**src/rtl/core/jlap_pkg.sv**
```systemverilog
// ---------------------------------------------------------------------------
// jlap_pkg: shared types and constants for the Jacobi grid cell update
// Value widths, command codes, controller states and memory control type.
// ---------------------------------------------------------------------------
package jlap_pkg;

  // Field widths
  localparam int VAL_W  = 24;
  localparam int SIDE_W = 7;
  localparam int ROW_W  = 6;
  localparam int COL_W  = 6;
  localparam int CMD_W  = 2;
  localparam int SUM_W  = VAL_W + 2;

  // Hot square value: 100 in Q7.17
  localparam logic [VAL_W-1:0]  HOT_VALUE     = 24'd13107200;
  localparam logic [SIDE_W-1:0] SIDE_MIN      = 7'd3;
  localparam logic [SIDE_W-1:0] GRID_SIZE_RST = 7'd64;

  // Division by ten through a reciprocal: exact for values below 1029
  localparam int TENTH_MUL_W = 8;
  localparam logic [TENTH_MUL_W-1:0] TENTH_MUL = 8'd205;
  localparam int TENTH_SHIFT = 11;

  typedef enum logic [CMD_W-1:0] {
    CMD_INIT = 2'd0,
    CMD_ITER = 2'd1,
    CMD_READ = 2'd2,
    CMD_SWAP = 2'd3
  } cmd_e;

  typedef enum logic [2:0] {
    ST_IDLE,
    ST_INIT,
    ST_ITER,
    ST_WRITE,
    ST_READ,
    ST_RDATA,
    ST_DONE
  } state_e;

  // Memory port control
  typedef struct packed {
    logic en;
    logic we;
  } mem_ctl_t;

endpackage

```
**src/rtl/core/jlap_ctrl.sv**
```systemverilog
// ---------------------------------------------------------------------------
// jlap_ctrl: command sequencer for the two grid memories
// Walks init over every entry, gathers the four neighbours and the centre
// for an update, reads single cells and swaps the current/next roles.
// ---------------------------------------------------------------------------
module jlap_ctrl #(
  parameter int MAX_SIDE = 64,
  parameter int CELLS    = MAX_SIDE * MAX_SIDE,
  parameter int AW       = $clog2(CELLS)
) (
  input  logic                        clk_i,
  input  logic                        rst_ni,
  input  logic [jlap_pkg::SIDE_W-1:0] side_i,
  // command input
  input  logic                        cmd_valid_i,
  output logic                        cmd_ready_o,
  input  logic [jlap_pkg::CMD_W-1:0]  cmd_i,
  input  logic [jlap_pkg::ROW_W-1:0]  row_i,
  input  logic [jlap_pkg::COL_W-1:0]  col_i,
  // result
  output logic                        res_valid_o,
  input  logic                        res_ready_i,
  output logic [jlap_pkg::VAL_W-1:0]  res_change_o,
  output logic [jlap_pkg::VAL_W-1:0]  res_value_o,
  // grid memories
  output jlap_pkg::mem_ctl_t          one_ctl_o,
  output logic [AW-1:0]               one_addr_o,
  input  logic [jlap_pkg::VAL_W-1:0]  one_rdata_i,
  output jlap_pkg::mem_ctl_t          two_ctl_o,
  output logic [AW-1:0]               two_addr_o,
  input  logic [jlap_pkg::VAL_W-1:0]  two_rdata_i,
  output logic [jlap_pkg::VAL_W-1:0]  wdata_o
);
  import jlap_pkg::*;

  localparam int PROD_W = ROW_W + SIDE_W;
  localparam int TEN_W  = SIDE_W + TENTH_MUL_W;
  localparam logic [AW-1:0] LAST_IDX = AW'(CELLS - 1);

  state_e            state_q, state_d;
  logic [AW-1:0]     addr_q, addr_d;
  logic [2:0]        k_q, k_d;
  logic [SUM_W-1:0]  sum_q, sum_d;
  logic [AW-1:0]     idx_q, idx_d;
  logic [AW-1:0]     irow_q, irow_d;
  logic [SIDE_W-1:0] icol_q, icol_d;
  logic [SIDE_W-1:0] lo_q, lo_d;
  logic [SIDE_W-1:0] hi_q, hi_d;
  logic [VAL_W-1:0]  change_q, change_d;
  logic [VAL_W-1:0]  value_q, value_d;
  logic              cur_two_q, cur_two_d;

  logic [PROD_W-1:0] addr_wide;
  logic [AW-1:0]     addr_calc;
  logic [AW-1:0]     side_aw;
  logic [TEN_W-1:0]  tenth_full;
  logic [SIDE_W-1:0] tenth;
  logic [SIDE_W-1:0] half;
  logic              border;
  logic              outside;
  logic              hot;
  logic [VAL_W-1:0]  cur_rdata;
  logic [VAL_W-1:0]  new_val;
  mem_ctl_t          cur_ctl, nxt_ctl;
  logic [AW-1:0]     cur_addr, nxt_addr;

  // Cell address and hot square bounds from the incoming command
  assign addr_wide  = PROD_W'(row_i) * PROD_W'(side_i) + PROD_W'(col_i);
  assign addr_calc  = AW'(addr_wide);
  assign side_aw    = AW'(side_i);
  assign tenth_full = TEN_W'(side_i) * TEN_W'(TENTH_MUL);
  assign tenth      = SIDE_W'(tenth_full >> TENTH_SHIFT);
  assign half       = side_i >> 1;

  assign border  = (row_i == '0) || (col_i == '0) ||
                   (SIDE_W'(row_i) >= side_i - SIDE_W'(1)) ||
                   (SIDE_W'(col_i) >= side_i - SIDE_W'(1));
  assign outside = (SIDE_W'(row_i) >= side_i) || (SIDE_W'(col_i) >= side_i);

  // Init walk position inside the hot square
  assign hot = (32'(irow_q) >= 32'(lo_q)) && (32'(irow_q) < 32'(hi_q)) &&
               (icol_q >= lo_q) && (icol_q < hi_q);

  assign cur_rdata = cur_two_q ? two_rdata_i : one_rdata_i;
  assign new_val   = sum_q[SUM_W-1:2];

  // Map current/next requests onto the physical grids
  assign one_ctl_o  = cur_two_q ? nxt_ctl  : cur_ctl;
  assign one_addr_o = cur_two_q ? nxt_addr : cur_addr;
  assign two_ctl_o  = cur_two_q ? cur_ctl  : nxt_ctl;
  assign two_addr_o = cur_two_q ? cur_addr : nxt_addr;

  assign res_change_o = change_q;
  assign res_value_o  = value_q;

  // State and datapath registers
  always_ff @(posedge clk_i or negedge rst_ni) begin
    if (!rst_ni) begin
      state_q   <= ST_IDLE;
      cur_two_q <= 1'b0;
      k_q       <= '0;
    end else begin
      state_q   <= state_d;
      cur_two_q <= cur_two_d;
      k_q       <= k_d;
    end
  end

  always_ff @(posedge clk_i) begin
    addr_q   <= addr_d;
    sum_q    <= sum_d;
    idx_q    <= idx_d;
    irow_q   <= irow_d;
    icol_q   <= icol_d;
    lo_q     <= lo_d;
    hi_q     <= hi_d;
    change_q <= change_d;
    value_q  <= value_d;
  end

  // Next state, memory requests and result
  always_comb begin
    state_d   = state_q;
    addr_d    = addr_q;
    k_d       = k_q;
    sum_d     = sum_q;
    idx_d     = idx_q;
    irow_d    = irow_q;
    icol_d    = icol_q;
    lo_d      = lo_q;
    hi_d      = hi_q;
    change_d  = change_q;
    value_d   = value_q;
    cur_two_d = cur_two_q;

    cmd_ready_o = 1'b0;
    res_valid_o = 1'b0;
    cur_ctl     = '{en: 1'b0, we: 1'b0};
    nxt_ctl     = '{en: 1'b0, we: 1'b0};
    cur_addr    = addr_q;
    nxt_addr    = addr_q;
    wdata_o     = new_val;

    unique case (state_q)
      ST_IDLE: begin
        cmd_ready_o = 1'b1;
        if (cmd_valid_i) begin
          change_d = '0;
          value_d  = '0;
          sum_d    = '0;
          k_d      = '0;
          addr_d   = addr_calc;
          unique case (cmd_e'(cmd_i))
            CMD_INIT: begin
              idx_d   = '0;
              irow_d  = '0;
              icol_d  = '0;
              lo_d    = half;
              hi_d    = half + ((tenth == '0) ? SIDE_W'(1) : tenth);
              state_d = ST_INIT;
            end
            CMD_ITER: state_d = border ? ST_DONE : ST_ITER;
            CMD_READ: state_d = outside ? ST_DONE : ST_READ;
            CMD_SWAP: begin
              cur_two_d = !cur_two_q;
              state_d   = ST_DONE;
            end
            default: state_d = ST_DONE;
          endcase
        end
      end

      // Clear both grids, hot square where the walk passes over it
      ST_INIT: begin
        cur_ctl  = '{en: 1'b1, we: 1'b1};
        nxt_ctl  = '{en: 1'b1, we: 1'b1};
        cur_addr = idx_q;
        nxt_addr = idx_q;
        wdata_o  = hot ? HOT_VALUE : '0;
        idx_d    = idx_q + AW'(1);
        if (icol_q == side_i - SIDE_W'(1)) begin
          icol_d = '0;
          irow_d = irow_q + AW'(1);
        end else begin
          icol_d = icol_q + SIDE_W'(1);
        end
        if (idx_q == LAST_IDX) begin
          state_d = ST_DONE;
        end
      end

      // Issue up, left, right, down, centre; add each neighbour as it lands
      ST_ITER: begin
        cur_ctl = '{en: 1'b1, we: 1'b0};
        unique case (k_q)
          3'd0:    cur_addr = addr_q - side_aw;
          3'd1:    cur_addr = addr_q - AW'(1);
          3'd2:    cur_addr = addr_q + AW'(1);
          3'd3:    cur_addr = addr_q + side_aw;
          default: cur_addr = addr_q;
        endcase
        if (k_q != 3'd0) begin
          sum_d = sum_q + SUM_W'(cur_rdata);
        end
        k_d = k_q + 3'd1;
        if (k_q == 3'd4) begin
          state_d = ST_WRITE;
        end
      end

      // Centre value lands now: write the new cell and take the change
      ST_WRITE: begin
        nxt_ctl  = '{en: 1'b1, we: 1'b1};
        nxt_addr = addr_q;
        wdata_o  = new_val;
        change_d = (new_val >= cur_rdata) ? new_val - cur_rdata
                                          : cur_rdata - new_val;
        state_d  = ST_DONE;
      end

      ST_READ: begin
        cur_ctl  = '{en: 1'b1, we: 1'b0};
        cur_addr = addr_q;
        state_d  = ST_RDATA;
      end

      ST_RDATA: begin
        value_d = cur_rdata;
        state_d = ST_DONE;
      end

      // Hold the result until the output stage takes it
      ST_DONE: begin
        res_valid_o = 1'b1;
        if (res_ready_i) begin
          state_d = ST_IDLE;
        end
      end

      default: state_d = ST_IDLE;
    endcase
  end

endmodule

```
**config.mk**
```make
export PLATFORM = sky130hd
export DESIGN_NAME = jlap_ctrl
export DESIGN_NICKNAME = d
export VERILOG_FILES = /design/src/rtl/core/jlap_pkg.sv /design/src/rtl/core/jlap_ctrl.sv
export SDC_FILE = /design/constraint.sdc
export NUM_CORES = 1
export LEC_CHECK = 0
export ABC_AREA = 1
export BUFFER_PORTS_ARGS = -buffer_cell sky130_fd_sc_hd__clkbuf_2
export CAP_MARGIN = 20
export CORE_AREA = 2 2 233 120
export CTS_BUF_LIST = sky130_fd_sc_hd__clkbuf_16
export CTS_CLUSTER_DIAMETER = 200
export DETAILED_ROUTE_END_ITERATION = 16
export DIE_AREA = 0 0 235 122
export PLACE_DENSITY_LB_ADDON = 0.15
export SLEW_MARGIN = 20
export SYNTH_ARGS = -nofsm -noshare
export SYNTH_HDL_FRONTEND = slang
export SYNTH_SLANG_ARGS = --single-unit
```
**constraint.sdc**
```tcl
create_clock -name clk_i -period 6 [get_ports clk_i]
set_clock_uncertainty 0.2 [all_clocks]
set_input_delay 0.6 -clock clk_i [delete_from_list [all_inputs] [get_ports clk_i]]
set_output_delay 0.6 -clock clk_i [all_outputs]
set_load 0.01 [all_outputs]
```
# == Yosys cells after proc, flatten, opt, wreduce, memory -nomap -nowiden ==
# Index checks and enable logic that the tools add are counted.
# W data, S select, Z words.
# word_totals
word_cells,132
output_inout_bits,102
mem_bits_rw,0
in_bits,73
mem_bits_ro,0
mem_count,0
register_bits,137
latch_bits,0
# classes
n_reduce_logical,32
order_cmp,9
n_eq_ne,22
addsub,14
div_mod_pow,0
mul,2
n_mux,41
n_shift,0
bitwise_logic,0
# ops
op,count
$mux W24,5
$pmux W24 S2,2
$mux W12,6
$pmux W12 S2,3
$mux W26,2
$pmux W26 S2,1
$pmux W12 S4,1
$sub A24 B24 Y24,2
$add A12 B1 Y12 const B,3
$ge A6 B7 Y1,4
$add A26 B24 Y26,1
$ge A24 B24 Y1,1
$mux W7,3
$mux W3,6
$pmux W3 S6,1
$mul A7 B8 Y15 const B,1
$pmux W7 S2,1
$add A12 B6 Y12,1
$add A12 B7 Y12,1
$eq A12 B12 Y1 const B,1
$eq A3 B2 Y1 const B,4
$eq A3 B3 Y1 const B,4
$ge A12 B6 Y1,1
$logic_not A6 Y1,2
other kinds (34),63

# == Logic depth before layout (Yosys ltp) ==
# Gate-level depths: netlist of run 1.
# logic_depth
word_depth,8
ltp_mapped,28
ltp_nobuf,27

# == Worst setup path before layout of run 1 ==
# Ideal clock, no wire load.
# synth_timing
kind,input -> register
from,in side_i[5] (netlist name)
to,reg hi_q[4] (data pin)
path_buffers,1
setup_slack_ns,0.621
path_stages,26
arrival_ns,4.915
cell_sequence,clkbuf_1 > inv_1 > ha_1 > inv_1 > fa_1 > inv_1 > ha_1 > inv_1 > fa_1 > inv_1 > ha_1 > a21o_1 > nand2_1 > nand2_1 > a31oi_1 > o21ai_0 > nand2_1 > inv_1 > nor2_1 > nand3_1 > nand2_1 > ha_1 > inv_1 > fa_1 > o21a_1 > xor2_1
# synth_via
elab_chain_cells,4
# synth_lines
element,line,text
"start, declared",jlap_ctrl.sv:13,"input logic [jlap_pkg::SIDE_W-1:0] side_i,"
$mul A7 B8 Y15,jlap_ctrl.sv:71,assign tenth_full = TEN_W'(side_i) * TEN_W'(TENTH_MUL);
$logic_not A7 Y1,jlap_ctrl.sv:159,hi_d = half + ((tenth == '0) ? SIDE_W'(1) : tenth);
$mux W4,jlap_ctrl.sv:159,
$add A6 B4 Y7 *,jlap_ctrl.sv:159,
"end signal, assigned",jlap_ctrl.sv:116,hi_q <= hi_d;
"end, declared",jlap_ctrl.sv:48,"logic [SIDE_W-1:0] hi_q, hi_d;"
# Mark *: on every way between the ends. The rest lies on a longest branch, timed or not.
# A chain may end at the register's enable or synchronous reset.

# == Worst setup path in the final report of run 1 ==
# layout_timing
from,in side_i[4] (netlist name)
to,reg hi_q[4] (data pin)
# The elaborated chain is that of the path after synthesis.

==> impl_metrics.tcl, run 1 <==
set metrics [dict create \
    rsz0062_at_grt "no" \
    track_usage 0.356 \
    reg2regPathDepth 14 \
    initial_utilization 0.585 \
    tns_ps 0 \
    fin_hold_ws_ps 262 \
    min_to "cur_two_q" \
    finalHoldViolCount 0 \
    clk_latency_ps 460 \
    synth_area_leader_cell "edfxtp_1" \
    p_int_w 0.00226 \
    seq_power_share 0.322 \
    die-width_um 235 \
    drt_iter0_markers 1789 \
    synthFlopType "edfxtp_1" \
    ant_nets 0 \
    wl_um 50800 \
    layout.nets 2633 \
    syn_inst 2144 \
    setup_viol 0 \
    endpoint_kind "flip-flop" \
    syn_area_um2 15800 \
    switchingPower_w 0.00132 \
    ys_warn_count 0 \
    min_from "cmd_i[0]" \
    grt_overflow 0 \
    fin_util 0.651 \
    die-height_um 122 \
    syn_to_final_growth_pct 11.2 \
    syn-num-nets 2474 \
    multi_input_area_um2 10100 \
    num_io_pins 175 \
    avgRoutedWirePerCell_um 19.0 \
    tightest_slew_ps 981 \
    p_leak_nw 9.08 \
    p_per_area_nw_per_um2 204 \
    clk_pin_slew_worst_paths_ps 60 \
    dp_hpwl_um 41300 \
    setup_ws_ps 830 \
    fillCellCount 2447 \
    die-area_um2 28700 \
    grt_pass1_vias 13700 \
    place_congestion 1.12 \
    synth_area_per_cell_um2 7.35 \
    switching_share 0.368 \
    arrival_ps 5170 \
    synth-seq-cells 137 \
    pwr-share-clk 0.307 \
    maxSlewViolCount 0 \
    vias_per_cell 5.75 \
    synth_cell_type_count 58 \
    finalPower_w 0.00358 \
    synth_top_area_frac 0.248 \
    ir_drop_v 0.000190 \
    criticalPathCategory "input port to flip-flop" \
    pre_cts_ws_ps 421 \
    rows 43 \
    coreArea_um2 27000 \
    reg2reg_slack_ps 1400 \
    vias 15400 \
    firstDrtPassIters 7 \
    timing.fmax_mhz 193 \
    grt_max_degree 43 \
    synth_area_leaders "edfxtp_1 25%, ha_1 18%, nand2_1 12%, inv_1 8.2%, a21oi_1 5.7%" \
    ys_seq_area_frac 0.259 \
    drc 0 \
    relSlewSlack 0.339 \
    numCtsBuffers 17 \
    h-tree-depth 4 \
    hold_path.class "input port to flip-flop" \
    seqCellArea_um2 4080 \
    worst-path-max-fanout 3 \
    tritoncts "built" \
    antennaDiodeCount 0 \
    antenna_found_initial 2 \
    synth.most_common_cell "nand2_1" \
    port_buffers 174 \
    crit_required_ps 6000 \
    timing.rr.start "cur_two_q" \
    ys_top_cells_by_count "513 x nand2_1, 345 x inv_1, 221 x ha_1" \
    cts_root_buffer "clkbuf_16" \
    outcome "complete, no violations" \
    drive_above_1_share 0.129 \
    clock-sinks 137 \
    drv_cap 0 \
    synth_edf_count 130 \
    period_share 0.862 \
    combPwrFrac 0.371 \
    period_needed_ps 5170 \
    crit_path_start_kind "input port" \
    synth_async_sr_flop_share 0.0511 \
    clockBufferDepth 2 \
    r2r-end "res_change_o[3]" \
    holdPathStages 3 \
    grt_pass1_wl_um 77800 \
]
stage by stage:
| step | instances | cell area, µm² |
|---|---|---|
| global route | 2676 | 17500 |
| detailed placement | 2643 | 16900 |
| global placement | 2643 | 16900 |
| floorplan | 2144 | 15800 |
| CTS | 2676 | 17500 |
| finish | 2676 | 17500 |
flip-flops by register name, summed over array words and instances, names as in the netlist:
| register | cells |
|---|---|
| hi_q | 7 |
| lo_q | 6 |
| icol_q | 7 |
| sum_q | 26 |
| res_value_o | 24 |
| irow_q | 12 |
| idx_q | 12 |
| cur_two_q | 1 |
| k_q | 3 |
| addr_q | 12 |
| res_change_o | 24 |
| state_q | 3 |
how the worst max path moves through the flow:
stage / startpoint / end / cells after the start
detailed placement: side_i[4] / hi_q[4] / 26
floorplan: side_i[5] / hi_q[4] / 26
global route: side_i[4] / hi_q[4] / 26
global placement: side_i[4] / hi_q[4] / 26
finish: side_i[4] / hi_q[4] / 26
CTS: side_i[4] / hi_q[4] / 26
per-layer routing:
metal  vias up  GRT usage  wire, µm
met2       832      0.437     18000
li1       7352          -         -
met1      7146      0.562     24700
met4         2     0.0724       690
met5         -          0        13
met3        54      0.140      7460
cell type report:
cell class,instances,area share
multi-input combinational,1598,0.573
sequential,137,0.233
inverter,353,0.0757
timing repair buffer,196,0.0592
tap,360,0.0257
clock buffer,17,0.0243
clock inverter,15,0.00913
what timing repair did:
| action | in CTS | in global routing |
|---|---|---|
| gates resized for setup | 0 | 0 |
| buffers inserted | 0 | 0 |
| hold buffers | 1 | 0 |
| endpoints found under the hold margin | 7 | 0 |
cells in the final DEF, fill, tap and decap left out, types with 5 or more instances in the layout:
master,instances
o21ai_1,16
nor3_1,20
o21ai_2,6
a21o_1,11
clkbuf_16,17
edfxtp_1,130
nand3_1,76
nor2_1,150
o21a_1,7
a21oi_2,8
inv_2,6
clkbuf_2,174
nand2_1,512
nor4_1,5
fa_1,36
xor2_1,58
o211ai_1,6
o21ai_0,139
nand4_1,21
o21bai_1,18
or2_2,26
xnor2_1,17
nor2_2,6
a21oi_1,180
ha_1,221
a21boi_0,5
dfrtp_1,6
buf_4,21
nand2_2,8
inv_1,346
critical path, cell delays in order:
cell,delay [ps]
clkbuf_2,110
inv_1,110
ha_1,350
inv_1,70
fa_1,500
inv_1,50
ha_1,260
inv_1,50
fa_1,490
inv_1,40
ha_1,300
a21o_1,190
nand2_1,50
nand2_1,40
a31oi_1,170
o21ai_0,150
nand2_1,90
inv_1,40
nor2_1,260
nand3_1,130
nand2_1,80
ha_1,180
inv_1,70
fa_1,410
o21a_1,230
xor2_1,140
power groups by stage:
stage / Sequential (W) / Combinational (W) / Clock [W]
floorplan: 0.00115 / 0.000964 / 0
global placement: 0.00117 / 0.00124 / 0
detailed placement: 0.00117 / 0.00128 / 0
CTS: 0.00115 / 0.00130 / 0.00110
global route: 0.00115 / 0.00150 / 0.00113
finish: 0.00115 / 0.00133 / 0.00110
cells by family (layout without fill, tap and decap cells):
family,after synthesis,after routing,share of synthesized area
adders and majority gates,257,257,0.221
DFF,137,137,0.259
muxes,1,1,0.000635
xor gates and xnor gates,75,75,0.0417
AOI/OAI and AO/OA,418,418,0.147
and+or+nand+nor,847,847,0.227
buffers and inverters,409,581,0.104
Note: power is estimated with default switching activity, not from simulation.
==> run 2, diff against run 1 <==
- CTS_CLUSTER_SIZE: default -> 30
- REMOVE_ABC_BUFFERS: default -> 1
==> impl_metrics.tcl, run 2 (synthesis gave the netlist of run 1 again) <==
set metrics [dict create \
    cts_hold_buf 1 \
    drt_iter0_markers 1678 \
    track_usage 0.361 \
    pre_cts_ws_ps 403 \
    timing.fmax_mhz 193 \
    setup_viol 0 \
    syn_to_final_growth_pct 11.6 \
    avgRoutedWirePerCell_um 19.3 \
    die-height_um 122 \
    num_io_pins 175 \
    drc 0 \
    grt_max_degree 43 \
    endpoint_kind "flip-flop" \
    clockBufferDepth 2 \
    clk_pin_slew_worst_paths_ps 60 \
    dp_hpwl_um 42300 \
    port_buffers 174 \
    h-tree-depth 4 \
    grt_pass1_vias 13800 \
    cp_common_cell "inv_1" \
    p_leak_nw 9.11 \
    antennaDiodeCount 0 \
    layout_common_cells "511 x nand2_1, 344 x inv_1, 221 x ha_1" \
    die-area_um2 28700 \
    place_congestion 1.01 \
    crit_path_start_kind "input port" \
    ir_drop_v 0.000195 \
    post_cts_buffers 0 \
    coreArea_um2 27000 \
    ant_nets 0 \
    clock-sinks 137 \
    drv_cap 0 \
    crit_path_top_delay_cell "fa_1" \
    cts_repair_resize_count 0 \
    firstDrtPassIters 6 \
    clk_latency_ps 450 \
    rows 43 \
    maxSlewViolCount 0 \
    fillCellCount 2432 \
    vias 15400 \
    relSlewSlack 0.349 \
    rsz0062_at_grt "no" \
    antenna_found_initial 1 \
    initial_utilization 0.585 \
    crit_required_ps 6000 \
    grt_overflow 0 \
    period_needed_ps 5190 \
    slowest_delay_ps 420 \
    worst-path-max-fanout 10 \
    setup_ws_ps 809 \
    vias_per_cell 5.74 \
    drive_above_1_share 0.131 \
    hold_path.class "input port to flip-flop" \
    p_per_area_nw_per_um2 208 \
    cp_cell_sequence "clkbuf_2 -> inv_1 -> ha_1 -> inv_1 -> fa_1 -> inv_1 -> fa_1 -> ha_1 -> ha_1 -> a21oi_1 -> nand2_1 -> a31oi_1 -> o21ai_0 -> nand2_1 -> inv_1 -> nor2_1 -> nand3_1 -> nand2_1 -> ha_1 -> inv_1 -> fa_1 -> o21a_1 -> xor2_1" \
    finalHoldViolCount 0 \
    outcome "complete, no violations" \
    cts_root_buffer "clkbuf_16" \
    arrival_ps 5190 \
    tightest_slew_ps 974 \
    criticalPathCategory "input port to flip-flop" \
    grt_pass1_wl_um 78400 \
    layout.nets 2637 \
    final_common_cell "nand2_1" \
    regMostFlops "sum_q" \
    largest_reg_flops 26 \
    die-width_um 235 \
    period_share 0.865 \
    tritoncts "built" \
    tns_ps 0 \
    wl_um 51800 \
    numCtsBuffers 17 \
]
==> run 2: final timing paths <==
check                            start          endpoint  slack, ps  cells past startpoint
max                          side_i[6]           hi_q[4]        810                     23
min                        res_ready_i        state_q[2]        230                      4
max reg2reg                  cur_two_q  res_change_o[15]        820                     14
min reg2reg                     k_q[0]            k_q[0]        380                      1
max in group asynchronous       rst_ni         cur_two_q       5050                      2
min in group asynchronous       rst_ni        state_q[0]        340                      2
==> run 2: cell type report <==
cell class                      count  area [µm²]  area share
Sequential cell                   137        4080       0.232
Multi-Input combinational cell   1598       10100       0.572
Clock inverter                     15         188      0.0107
Clock buffer                       17         425      0.0242
Timing Repair Buffer              200        1070      0.0607
Inverter                          353        1330      0.0754
Tap cell                          360         450      0.0256
==> run 2: critical path, delay by kind of cell <==
| family | cells | cell delay (ps) |
|---|---|---|
| simple gates | 5 | 550 |
| buf+inv | 6 | 690 |
| xor+xnor | 1 | 140 |
| fa+ha+maj | 7 | 2390 |
| compound gates | 4 | 790 |
==> run 2: per-layer routing <==
layer / share of wire / vias up / GRT usage
li1: - / 7341 / -
met5: 0 / - / 0
met4: 0.010 / 0 / 0.0649
met3: 0.15 / 46 / 0.142
met1: 0.49 / 7199 / 0.574
met2: 0.35 / 800 / 0.442
==> run 2: per-stage QoR <==
stage	utilization	cell area, µm²	hold slack, ps	power (W)	cells
after floorplan	-	15500	104	0.00210	2088
after global placement	0.629	17000	253	0.00243	2647
after detailed placement	0.629	17000	255	0.00248	2647
after CTS	0.653	17600	210	0.00362	2680
after global routing	0.653	17600	237	0.00387	2680
final	0.653	17600	225	0.00366	2680
==> run 2: report_power, final <==
part,leakage (nW),internal (W),switching (W)
clock,0.293,0.000661,0.000479
sequential,1.25,0.00111,0.0000497
combinational,7.57,0.000511,0.000851
total,9.11,0.00228,0.00138
